==> config.mk <==
export PLATFORM = sky130hd
export DESIGN_NAME = binomial_halving_line_filter_flat
export DESIGN_NICKNAME = d
export VERILOG_FILES = /design/src/design/bhlf_pkg.sv /design/src/design/bhlf_if.sv /design/src/design/bhlf_front.sv /design/src/design/bhlf_taps.sv /design/src/design/bhlf_out_fifo.sv /design/src/design/binomial_halving_line_filter.sv /design/src/flat_wrapper.sv
export SDC_FILE = /design/constraint.sdc
export NUM_CORES = 1
export LEC_CHECK = 0
export ABC_AREA = 1
export BUFFER_PORTS_ARGS = -buffer_cell sky130_fd_sc_hd__clkbuf_2
export CAP_MARGIN = 20
export CORE_MARGIN = 1
export CORE_UTILIZATION = 60
export CTS_BUF_LIST = sky130_fd_sc_hd__clkbuf_16
export DETAILED_ROUTE_END_ITERATION = 7
export PLACE_DENSITY = 0.89
export SKIP_LAST_GASP = 1
export SLEW_MARGIN = 15
export SYNTH_ARGS = -nofsm -noshare
export SYNTH_HDL_FRONTEND = slang
export SYNTH_HIERARCHICAL = 1
export SYNTH_SLANG_ARGS = --single-unit
export TNS_END_PERCENT = 10
==> constraint.sdc <==
create_clock -name clk_i -period 5.05 [get_ports clk_i]
set_clock_uncertainty 0.15 [all_clocks]
set_input_delay 0.7575 -clock clk_i [delete_from_list [all_inputs] [get_ports clk_i]]
set_output_delay 0.7575 -clock clk_i [all_outputs]
set_load 0.02 [all_outputs]
==> src/design/bhlf_pkg.sv <==
// Shared types and constants for the binomial halving line filter.
// No dependencies; every other design file imports this package.
`timescale 1ns / 1ps

package bhlf_pkg;

  localparam int SAMPLE_BITS   = 16;
  localparam int VALUE_BITS    = SAMPLE_BITS + 4;
  localparam int SRC_LEN_BITS  = 13;
  localparam int MIN_LEN       = 6;
  localparam int MAX_LEN       = 4096;
  localparam int COUNT_BITS    = $clog2(MAX_LEN);
  localparam int SRC_LEN_RESET = 640;
  localparam int CFG_IDX_BITS  = 4;
  localparam int CFG_DATA_BITS = SRC_LEN_BITS;

  // Output queue: up to two words enter per cycle, one leaves.
  localparam int FIFO_DEPTH    = 4;
  localparam int FIFO_PTR_BITS = $clog2(FIFO_DEPTH);
  localparam int FIFO_CNT_BITS = FIFO_PTR_BITS + 1;
  localparam int MAX_PUSH      = 2;

  typedef logic [SAMPLE_BITS-1:0]   sample_t;
  typedef logic [VALUE_BITS-1:0]    value_t;
  typedef logic [FIFO_CNT_BITS-1:0] fifo_cnt_t;
  typedef logic [1:0]               push_cnt_t;

  typedef enum logic [CFG_IDX_BITS-1:0] {
    REG_SRC_LEN  = 4'd0,
    REG_ROUND_UP = 4'd1
  } reg_idx_e;

  // Tap set of the first word produced by a sample.
  typedef enum logic [1:0] {
    ROW_EDGE_HEAD,
    ROW_FULL,
    ROW_SHORT,
    ROW_EDGE_TAIL
  } row_kind_e;

  typedef struct packed {
    sample_t   cur;
    sample_t   w0;
    sample_t   w1;
    sample_t   w2;
    sample_t   w3;
    row_kind_e kind;
    push_cnt_t n_res;
  } stage_t;

  typedef struct packed {
    value_t value;
    logic   last;
  } result_t;

endpackage

==> src/design/bhlf_if.sv <==
// Handshake channel interfaces: sample input, result output, config writes.
// Depends on bhlf_pkg.
`timescale 1ns / 1ps

interface bhlf_sample_if;
  import bhlf_pkg::*;
  logic    valid;
  logic    ready;
  sample_t sample;
  modport source (output valid, output sample, input ready);
  modport sink   (input valid, input sample, output ready);
endinterface

interface bhlf_result_if;
  import bhlf_pkg::*;
  logic   valid;
  logic   ready;
  value_t value;
  logic   last;
  modport source (output valid, output value, output last, input ready);
  modport sink   (input valid, input value, input last, output ready);
endinterface

interface bhlf_cfg_if;
  import bhlf_pkg::*;
  logic                     valid;
  logic                     ready;
  logic [CFG_IDX_BITS-1:0]  index;
  logic [CFG_DATA_BITS-1:0] data;
  modport source (output valid, output index, output data, input ready);
  modport sink   (input valid, input index, input data, output ready);
endinterface

==> src/design/bhlf_front.sv <==
// Front end: config registers, sample counter, 4-deep sample window, row
// decode and the input stage register. Depends on bhlf_pkg and bhlf_if.
`timescale 1ns / 1ps

module bhlf_front (
  input  logic                 clk_i,
  input  logic                 rst_ni,
  bhlf_cfg_if.sink             cfg_i,
  bhlf_sample_if.sink          sample_i,
  input  bhlf_pkg::fifo_cnt_t  fifo_cnt_i,
  output logic                 stage_valid_o,
  output bhlf_pkg::stage_t     stage_o
);
  import bhlf_pkg::*;

  localparam logic [SRC_LEN_BITS-1:0] LenMin   = SRC_LEN_BITS'(MIN_LEN);
  localparam logic [SRC_LEN_BITS-1:0] LenMax   = SRC_LEN_BITS'(MAX_LEN);
  localparam logic [FIFO_CNT_BITS:0]  OccLimit = (FIFO_CNT_BITS+1)'(FIFO_DEPTH - MAX_PUSH);

  logic [SRC_LEN_BITS-1:0] src_len_q;
  logic                    round_up_q;
  logic [COUNT_BITS-1:0]   cnt_q, cnt_d;
  sample_t                 w0_q, w1_q, w2_q, w3_q;
  logic                    stage_valid_q;
  stage_t                  stage_q, stage_d;

  logic [SRC_LEN_BITS-1:0] s_len, d2, i_ext, i_inc;
  logic                    full, accept;
  logic                    is_head, is_mid, is_short, is_tail;
  logic [FIFO_CNT_BITS:0]  occ;

  assign cfg_i.ready = 1'b1;

  // Words already queued plus words still in the stage, plus room for two more.
  assign occ = {1'b0, fifo_cnt_i}
             + (FIFO_CNT_BITS+1)'(stage_valid_q ? stage_q.n_res : 2'd0);
  assign sample_i.ready = (occ <= OccLimit);
  assign accept = sample_i.valid && sample_i.ready;

  always_comb begin
    if (src_len_q < LenMin) begin
      s_len = LenMin;
    end else if (src_len_q > LenMax) begin
      s_len = LenMax;
    end else begin
      s_len = src_len_q;
    end
    // d2 is twice the output length
    d2    = round_up_q ? ((s_len + 1'b1) & ~SRC_LEN_BITS'(1)) : (s_len & ~SRC_LEN_BITS'(1));
    full  = !(round_up_q && s_len[0]);
    i_ext = SRC_LEN_BITS'(cnt_q);
    i_inc = i_ext + 1'b1;

    is_head  = (i_ext == SRC_LEN_BITS'(2));
    is_mid   = (i_ext >= SRC_LEN_BITS'(4)) && !i_ext[0] && (i_ext + SRC_LEN_BITS'(4) <= d2);
    is_short = !full && (i_ext + SRC_LEN_BITS'(3) == d2);
    is_tail  = (i_ext + SRC_LEN_BITS'(2) == d2);

    stage_d.cur  = sample_i.sample;
    stage_d.w0   = w0_q;
    stage_d.w1   = w1_q;
    stage_d.w2   = w2_q;
    stage_d.w3   = w3_q;
    stage_d.kind = ROW_FULL;
    stage_d.n_res = 2'd0;
    if (is_head) begin
      stage_d.kind  = ROW_EDGE_HEAD;
      stage_d.n_res = 2'd1;
    end else if (is_mid) begin
      stage_d.n_res = 2'd1;
    end else if (is_short) begin
      stage_d.kind  = ROW_SHORT;
      stage_d.n_res = 2'd1;
    end else if (is_tail) begin
      // full length: last five-tap row and the tail row leave together
      stage_d.kind  = full ? ROW_FULL : ROW_EDGE_TAIL;
      stage_d.n_res = full ? 2'd2 : 2'd1;
    end

    cnt_d = (i_inc >= s_len) ? '0 : i_inc[COUNT_BITS-1:0];
  end

  always_ff @(posedge clk_i or negedge rst_ni) begin
    if (!rst_ni) begin
      src_len_q     <= SRC_LEN_BITS'(SRC_LEN_RESET);
      round_up_q    <= 1'b0;
      cnt_q         <= '0;
      w0_q          <= '0;
      w1_q          <= '0;
      w2_q          <= '0;
      w3_q          <= '0;
      stage_valid_q <= 1'b0;
    end else begin
      if (cfg_i.valid) begin
        unique case (cfg_i.index)
          REG_SRC_LEN:  src_len_q  <= cfg_i.data;
          REG_ROUND_UP: round_up_q <= cfg_i.data[0];
          default: ;
        endcase
      end
      stage_valid_q <= accept;
      if (accept) begin
        cnt_q <= cnt_d;
        w3_q  <= w2_q;
        w2_q  <= w1_q;
        w1_q  <= w0_q;
        w0_q  <= sample_i.sample;
      end
    end
  end

  always_ff @(posedge clk_i) begin
    if (accept) begin
      stage_q <= stage_d;
    end
  end

  assign stage_valid_o = stage_valid_q;
  assign stage_o       = stage_q;

endmodule

==> src/design/bhlf_taps.sv <==
// Shift-add tap sums for the staged sample and window.
// Depends on bhlf_pkg.
`timescale 1ns / 1ps

module bhlf_taps (
  input  logic                 stage_valid_i,
  input  bhlf_pkg::stage_t     stage_i,
  output bhlf_pkg::push_cnt_t  push_cnt_o,
  output bhlf_pkg::result_t    push0_o,
  output bhlf_pkg::result_t    push1_o
);
  import bhlf_pkg::*;

  function automatic value_t tap_sum(row_kind_e kind, stage_t st);
    value_t c, a, b, d, e, s;
    c = value_t'(st.cur);
    a = value_t'(st.w0);
    b = value_t'(st.w1);
    d = value_t'(st.w2);
    e = value_t'(st.w3);
    case (kind)
      ROW_EDGE_HEAD: s = (b << 3) + (b << 1) + b + (a << 2) + c;
      ROW_FULL:      s = e + (d << 2) + (b << 2) + (b << 1) + (a << 2) + c;
      ROW_SHORT:     s = d + (b << 2) + (a << 2) + (a << 1) + (c << 2) + c;
      default:       s = b + (a << 2) + (c << 3) + (c << 1) + c;
    endcase
    return s;
  endfunction

  assign push_cnt_o    = stage_valid_i ? stage_i.n_res : 2'd0;
  assign push0_o.value = tap_sum(stage_i.kind, stage_i);
  assign push0_o.last  = (stage_i.kind == ROW_EDGE_TAIL);
  // second word, when present, is always the tail row
  assign push1_o.value = tap_sum(ROW_EDGE_TAIL, stage_i);
  assign push1_o.last  = 1'b1;

endmodule

==> src/design/bhlf_out_fifo.sv <==
// Four-word output queue, two write ports, one read port driving the
// result channel. Depends on bhlf_pkg and bhlf_if.
`timescale 1ns / 1ps

module bhlf_out_fifo (
  input  logic                 clk_i,
  input  logic                 rst_ni,
  input  bhlf_pkg::push_cnt_t  push_cnt_i,
  input  bhlf_pkg::result_t    push0_i,
  input  bhlf_pkg::result_t    push1_i,
  output bhlf_pkg::fifo_cnt_t  cnt_o,
  bhlf_result_if.source        result_o
);
  import bhlf_pkg::*;

  result_t                  mem [FIFO_DEPTH];
  logic [FIFO_PTR_BITS-1:0] wr_ptr_q, rd_ptr_q, wr_ptr_nx;
  fifo_cnt_t                cnt_q, cnt_d;
  logic                     pop;

  assign pop       = result_o.valid && result_o.ready;
  assign wr_ptr_nx = wr_ptr_q + 1'b1;
  assign cnt_d     = cnt_q + FIFO_CNT_BITS'(push_cnt_i) - FIFO_CNT_BITS'(pop);

  always_ff @(posedge clk_i) begin
    if (push_cnt_i != 2'd0) begin
      mem[wr_ptr_q] <= push0_i;
    end
    if (push_cnt_i == 2'd2) begin
      mem[wr_ptr_nx] <= push1_i;
    end
  end

  always_ff @(posedge clk_i or negedge rst_ni) begin
    if (!rst_ni) begin
      wr_ptr_q <= '0;
      rd_ptr_q <= '0;
      cnt_q    <= '0;
    end else begin
      wr_ptr_q <= wr_ptr_q + FIFO_PTR_BITS'(push_cnt_i);
      if (pop) begin
        rd_ptr_q <= rd_ptr_q + 1'b1;
      end
      cnt_q <= cnt_d;
    end
  end

  assign result_o.valid = (cnt_q != '0);
  assign result_o.value = mem[rd_ptr_q].value;
  assign result_o.last  = mem[rd_ptr_q].last;
  assign cnt_o          = cnt_q;

endmodule

==> src/design/binomial_halving_line_filter.sv <==
// Binomial halving line filter: 1-4-6-4-1 reduce of one line to half length.
// Top level; depends on bhlf_pkg, bhlf_if, bhlf_front, bhlf_taps, bhlf_out_fifo.
`timescale 1ns / 1ps

// Takes one sample per clock on sample_i and returns 16x the filtered value on
// result_o, one word per output row, with last set on the final row of a line.
// A sample produces zero, one or two words; each word passes through the input stage
// register and then the output queue before it appears on result_o. The
// output queue is four words deep and accepts two words per cycle; sample_i.ready
// drops only while queued and in-flight words leave less than two free slots,
// so with result_o.ready held high the block takes a sample every cycle.
// Config writes on cfg_i are always taken and belong between lines.
module binomial_halving_line_filter (
  input  logic          clk_i,
  input  logic          rst_ni,
  bhlf_cfg_if.sink      cfg_i,
  bhlf_sample_if.sink   sample_i,
  bhlf_result_if.source result_o
);
  import bhlf_pkg::*;

  logic      stage_valid;
  stage_t    stage;
  push_cnt_t push_cnt;
  result_t   push0, push1;
  fifo_cnt_t fifo_cnt;

  bhlf_front u_front (
    .clk_i         (clk_i),
    .rst_ni        (rst_ni),
    .cfg_i         (cfg_i),
    .sample_i      (sample_i),
    .fifo_cnt_i    (fifo_cnt),
    .stage_valid_o (stage_valid),
    .stage_o       (stage)
  );

  bhlf_taps u_taps (
    .stage_valid_i (stage_valid),
    .stage_i       (stage),
    .push_cnt_o    (push_cnt),
    .push0_o       (push0),
    .push1_o       (push1)
  );

  bhlf_out_fifo u_out_fifo (
    .clk_i      (clk_i),
    .rst_ni     (rst_ni),
    .push_cnt_i (push_cnt),
    .push0_i    (push0),
    .push1_i    (push1),
    .cnt_o      (fifo_cnt),
    .result_o   (result_o)
  );

endmodule

==> src/flat_wrapper.sv <==
// flat-port wrapper written by rule: the top's interface ports become plain ports
module binomial_halving_line_filter_flat import bhlf_pkg::*;
  (clk_i, rst_ni, cfg_i_valid, cfg_i_index, cfg_i_data, cfg_i_ready, sample_i_valid, sample_i_sample, sample_i_ready, result_o_valid, result_o_value, result_o_last, result_o_ready);
  bhlf_cfg_if cfg_i_i ();
  bhlf_sample_if sample_i_i ();
  bhlf_result_if result_o_i ();
  input  logic clk_i;
  input  logic rst_ni;
  input wire logic [$bits(cfg_i_i.valid)-1:0] cfg_i_valid;
  input wire logic [$bits(cfg_i_i.index)-1:0] cfg_i_index;
  input wire logic [$bits(cfg_i_i.data)-1:0] cfg_i_data;
  output wire logic [$bits(cfg_i_i.ready)-1:0] cfg_i_ready;
  input wire logic [$bits(sample_i_i.valid)-1:0] sample_i_valid;
  input wire logic [$bits(sample_i_i.sample)-1:0] sample_i_sample;
  output wire logic [$bits(sample_i_i.ready)-1:0] sample_i_ready;
  output wire logic [$bits(result_o_i.valid)-1:0] result_o_valid;
  output wire logic [$bits(result_o_i.value)-1:0] result_o_value;
  output wire logic [$bits(result_o_i.last)-1:0] result_o_last;
  input wire logic [$bits(result_o_i.ready)-1:0] result_o_ready;
  assign cfg_i_i.valid = cfg_i_valid;
  assign cfg_i_i.index = cfg_i_index;
  assign cfg_i_i.data = cfg_i_data;
  assign cfg_i_ready = cfg_i_i.ready;
  assign sample_i_i.valid = sample_i_valid;
  assign sample_i_i.sample = sample_i_sample;
  assign sample_i_ready = sample_i_i.ready;
  assign result_o_valid = result_o_i.valid;
  assign result_o_value = result_o_i.value;
  assign result_o_last = result_o_i.last;
  assign result_o_i.ready = result_o_ready;
  binomial_halving_line_filter u_core (.clk_i(clk_i), .rst_ni(rst_ni), .cfg_i(cfg_i_i), .sample_i(sample_i_i), .result_o(result_o_i));
endmodule
Yosys cells after proc, flatten, opt, wreduce, memory -nomap -nowiden
Memories as Yosys holds them, arrays and structs flattened. Cells that the tools add are included.

$lt $le $gt $ge: 6. Multiplexer cells: 16. Bitwise logic cells: 1. Eq/ne operators: 8. Reductions and logical operators: 16. Add/subtract/negate cells: 29.

Operators with widths (number): $add 20x16->20 (5); $add 20x17->20 (3); $add 20x18->20 (3); $pmux 20 s3 (1); $add 16x18->19 (3); $add 19x18->20 (2); $mux 13 (3); $add 12x2->13 const B (2); $eq 13x13->1 (2); $add 19x17->20 (1); $add 20x19->20 (1); $add 12x1->13 const B (1); $add 12x3->13 const B (1); $add 13x1->13 const B (1); $ge 13x13->1 (1); $gt 13x13->1 const B (1); $le 13x13->1 (1); $lt 13x3->1 const B (1); $eq 12x2->1 const B (1); $ge 12x3->1 const B (1); $mux 12 (1); $mux 2 (4); $mux 4 (2); $eq 2x2->1 const B (3); other kinds (20) (31).

Output and inout bits: 24. Memory bits (writable): 84. Logic and storage cells: 97. Register bits after elaboration: 182. Memories: 1. Bits of input ports: 38.

Memory list: u_core.u_out_fifo.mem (words 4, bits a word 21, read ports 1, clocked after memory_dff 0, write ports 2, line bhlf_out_fifo.sv:16) `result_t mem [FIFO_DEPTH];`.

Logic depth before layout (Yosys ltp)
Depth after elaboration: 9. Gate-level depth with buffers: 22. Gate-level depth less buffers: 22.

Modules after synthesis
Netlist, hierarchy kept.

By module, submodules not included: bhlf_taps (cells each 1462, area each 10198.5 µm², seq. area each 0.0 µm², times used 1); bhlf_front (cells each 893, area each 8388.0 µm², seq. area each 4802.1 µm², times used 1); bhlf_out_fifo (cells each 608, area each 4893.4 µm², seq. area each 2697.6 µm², times used 1).

Least setup slack after synthesis
OpenSTA, ideal clock, no wires.

Path type: reg2reg. Start: register u_core.u_front.stage_valid_q (netlist: u_core/u_front/stage_valid_o). End: register u_core.u_front.stage_q, in the netlist u_core/u_front/stage_o[0], enable pin. Slack: 0.306 ns. Arrival time: 4.112 ns. Required time: 4.418 ns. Setup time: 0.482 ns. Buffers on the path: 1. Cell stages (with the launch flop): 11. Period minus slack after synthesis: 4.744 ns. Cells stage by stage: dfrtp_1 > nand2_1 > inv_1 > ha_1 > fa_1 > o21ai_0 > nand2_1 > inv_1 > nand2_1 > clkinv_1 > clkbuf_1.

Word-level cells in the longest chain between the ends: 4.

Ends and longest elaborated chain: start: declaration (line bhlf_front.sv:24) `logic stage_valid_q;`; start signal: assignment (line bhlf_front.sv:101) `stage_valid_q <= accept;`; $mux 2 (line bhlf_front.sv:36) `+ (FIFO_CNT_BITS+1)'(stage_valid_q ? stage_q.n_res : 2'd0);`; $add 3x4->4 (line bhlf_front.sv:36); $le 4x2->1 (line bhlf_front.sv:37) `assign sample_i.ready = (occ <= OccLimit);`; named net sample_i_ready (line flat_wrapper.sv:15) `output wire logic [$bits(sample_i_i.ready)-1:0] sample_i_ready;`; $logic_and 1x1->1 (line bhlf_front.sv:38) `assign accept = sample_i.valid && sample_i.ready;`; named net u_core.u_front.accept (line bhlf_front.sv:28) `logic full, accept;`; end signal: assignment (line bhlf_front.sv:114) `stage_q <= stage_d;`; end: declaration (line bhlf_front.sv:25) `stage_t stage_q, stage_d;`.

The timed path passes the listed nets, and every way through them passes these cells. A chain may end at the register's enable or synchronous reset.

==> results.txt <==
- R2R Setup Slk: around 210 ps
* Clock-pin slew on the worst setup and hold paths: approximately 70 ps
- The synthesized netlist contains 53 unique library cells.
- Count of flip-flops with a built-in enable after synthesis: ~170
- DRC viols: 0
- At the pin with the least slew margin, the transition time is roughly 1200 ps.
- Ranked by instance count, the synthesized netlist is headed by sky130_fd_sc_hd__nand2_1, sky130_fd_sc_hd__inv_1, sky130_fd_sc_hd__fa_1, sky130_fd_sc_hd__nand3_1, sky130_fd_sc_hd__edfxtp_1.
* Total CTS buffers: 27
- Averaged over all synthesized cells, the footprint is about 7.9 µm².
* Max Buffers Root-to-Sink: 3
* Total overflow reported by the global router: 0
* Worst EP required: approximately 5200 ps
- Final cell utilization of the core: between 60 and 70%
* Count of fill cells added during filler insertion: 3050
- Routability-driven placement finished with a final weighted congestion of between 0.9 and 1.
- Via count of the first global-routing pass: ~19000
* Post-route setup slack: around 210 ps
* Layout overhead on the synthesized area: 7.56%
- Setup repair after global routing left no endpoint under its margin.
- Arrival time reported for the critical path endpoint: roughly 5000 ps
- Headroom to the max-slew limit came out at about 23%.
- Area share of the largest cell type after synthesis: a little over a fifth
- Entering global routing, the biggest net connects roughly 120 pins.
* Startpoint type of the worst setup path: flop
- STA classifies the critical path endpoint as a flop.
- Overall track demand over capacity in global routing: between 30 and 40%
* Worst-path maximum fanout: 4
- Layout net count: 3402
- Clock network latency to the later pin of the worst-skew pair: between 500 and 600 ps
- The synthesized design spends more area on one cell type than any other, namely sky130_fd_sc_hd__edfxtp_1.
* Total length of routed wires: between 60 and 70 mm
- The smallest clock period supported by the final layout is computed as ~4800 ps.
* Share of async-settable or async-resettable flops after synthesis: around 37%
* CTS sink count: 266
- During I/O placement, the number of pins put on the boundary was 62.
* Count of antenna-violating nets left after detailed routing: 0
- The final count of hold timing violations is 0.
- The die covers about 40000 µm².
* Highest clock rate: 207 MHz
- Total number of vias: just under 20000
- For this run, the detailed router's first-pass iteration total came to 6.
- Detailed placement finished with a half-perimeter wire length of roughly 50 mm.
- In this run the number of H-tree levels came out at 1.
- Total standard cell area after synthesis: ~23000 µm²
* Final setup violation count: 0
- After synthesis the netlist holds a flip-flop and latch count of 266.
- Number of nets produced by synthesis: between 3000 and 4000
- Summed over all failing endpoints, the final setup total negative slack is 0 ps.
- The run finished with clean final reports.
- The sequential cells in the finished layout cover a total of ~7500 µm².
* Max_cap viols: 0
* Start point of the critical path: u_core/u_front/stage_o[37]
* FF-to-FF path depth: 19
* Top-count cell post-synth: sky130_fd_sc_hd__nand2_1
* Clk Tree Root Cell: sky130_fd_sc_hd__clkbuf_16
* Multi-input logic area: around 13000 µm²
- Buffers added on ports: 60
- Counting every instance in the synthesized netlist gives between 2000 and 3000.
- Violation count after the first detailed-route iteration: about 1900
* Tightest Hold Check Type: primary input to asynchronous set/reset pin
- Final hold analysis gives a worst-case slack of around 45 ps.
* Core Area: between 30000 and 40000 µm²
* Global-route wire length before repair: ~100 mm
* Post-route fraction of the period consumed by the critical path: around 96%
- Horizontal extent of the die: ~200 µm
- Of the cells placed in the final design, the portion with a size suffix greater than 1 is 6.32%.
- The max-slew violation count came to 0.
- Portion of the post-synthesis area used by sequential elements: 31.9%
- TritonCTS built the clock tree.
- Dividing the detail-routed wire length by the instance count gives approximately 18 µm.
- In the synthesized netlist the dominant register cell turns out to be sky130_fd_sc_hd__edfxtp_1.
- The initial antenna violation count came to 0.
- The floorplan has 72 rows.
- In the post-synthesis netlist, the biggest area contributors are sky130_fd_sc_hd__edfxtp_1, sky130_fd_sc_hd__fa_1, sky130_fd_sc_hd__nand2_1.
* Die Height: 200 µm
- Once the floorplan was initialized, standard cells occupied between 60% and 70% of the core.
- The Yosys step of the flow raised 6 warnings.
* DR vias/cell: approximately 5.5
* Pre-CTS worst setup slack: about 330 ps
* Worst Path Class, Setup: flop to flop
- The startpoint identified for the worst register-to-register timing path is u_core/u_front/stage_o[37].
[worst paths after layout]
path,to
min in group clk_i,u_core/u_front/stage_o[72]
setup / recovery,u_core/u_out_fifo/mem[2][16]
max in group asynchronous,u_core/u_front/w3_q[1]
hold / removal,u_core/u_front/cnt_q[2]
setup reg to reg,u_core/u_out_fifo/mem[2][16]
hold reg to reg,u_core/u_front/stage_o[5]
[cell type report]
cell class	instances	share of cell area [%]
clock inverters	23	0.599
well taps	518	2.57
flip-flops and latches	266	29.7
multi-input cells	1949	51.9
clock buffers	27	2.68
inverters	680	10.2
repair buffers	94	2.37
diodes	1	0.00991
[layout by cell type (no fill, tap or decap), drive strengths merged, types with 4 or more instances in the layout]
cell type,instances
a21oi,74
nand3,212
ha,133
o21ai,137
nand2,880
inv,684
nand4,29
nor3,17
dfrtp,96
clkbuf,86
nor2,160
buf,35
xor2,29
clkinv,15
and2,13
or2,4
nand3b,19
edfxtp,168
fa,213
[metrics by stage]
stage                     std cells  instance area [µm²]
after detailed placement       3496                24300
final                          3558                25300
after CTS                      3546                25200
after global placement         3495                24300
after global routing           3557                25300
after floorplan                2963                23500
[registers in the layout, summed over array words and instances, names as in the netlist]
| register | cells |
|---|---|
| u_core/u_out_fifo/cnt_o | 3 |
| u_core/u_out_fifo/rd_ptr_q | 2 |
| u_core/u_out_fifo/wr_ptr_q | 2 |
| u_core/u_front/w1_q | 16 |
| u_core/u_front/w2_q | 16 |
| u_core/u_front/round_up_q | 1 |
| u_core/u_front/stage_o | 84 |
| u_core/u_out_fifo/mem | 84 |
| u_core/u_front/src_len_q | 13 |
| u_core/u_front/stage_valid_o | 1 |
| u_core/u_front/cnt_q | 12 |
| u_core/u_front/w3_q | 16 |
| u_core/u_front/w0_q | 16 |
[critical path, stage by stage, from the launching register on]
cell                       delay [ps]
sky130_fd_sc_hd__edfxtp_1         490
sky130_fd_sc_hd__inv_1            220
sky130_fd_sc_hd__fa_1             520
sky130_fd_sc_hd__inv_1             50
sky130_fd_sc_hd__fa_1             550
sky130_fd_sc_hd__inv_1             70
sky130_fd_sc_hd__fa_1             550
sky130_fd_sc_hd__inv_1             70
sky130_fd_sc_hd__ha_1             280
sky130_fd_sc_hd__fa_1             420
sky130_fd_sc_hd__nand2_1           90
sky130_fd_sc_hd__nand2_1           80
sky130_fd_sc_hd__nand3_1           90
sky130_fd_sc_hd__nand2_1          120
sky130_fd_sc_hd__nand2_1          110
sky130_fd_sc_hd__nand3_1           60
sky130_fd_sc_hd__nand3_1          120
sky130_fd_sc_hd__nand4_1          280
sky130_fd_sc_hd__nand2_1          170
sky130_fd_sc_hd__nand2_1           80
[timing repair]
item,4_1_cts,5_1_grt
hold buffers,0,0
setup endpoints to repair,0,2
resized for setup,0,2
buffers inserted,0,10
[logic make-up (layout without fill, tap and decap cells)]
group / after synthesis / after routing / synth area share [%]
other: 2 / 3 / 0.0320
AOI/OAI and AO/OA: 226 / 226 / 5.05
adders and majority gates: 346 / 346 / 25.2
xor gates and xnor gates: 32 / 32 / 1.26
and+or+nand+nor: 1340 / 1340 / 24.1
buffers and inverters: 748 / 824 / 12.2
muxes: 3 / 3 / 0.144
DFF: 266 / 266 / 31.9
[routing by layer]
metal	track usage, %	wire (µm)
met3	4.03	5560
met4	8.31	1360
met1	47.9	27900
met2	52.0	29200
met5	0	0
Power is left out: the tool's default activity adds up to more than one toggle a clock period on the data nets, which glitch-free logic cannot reach.
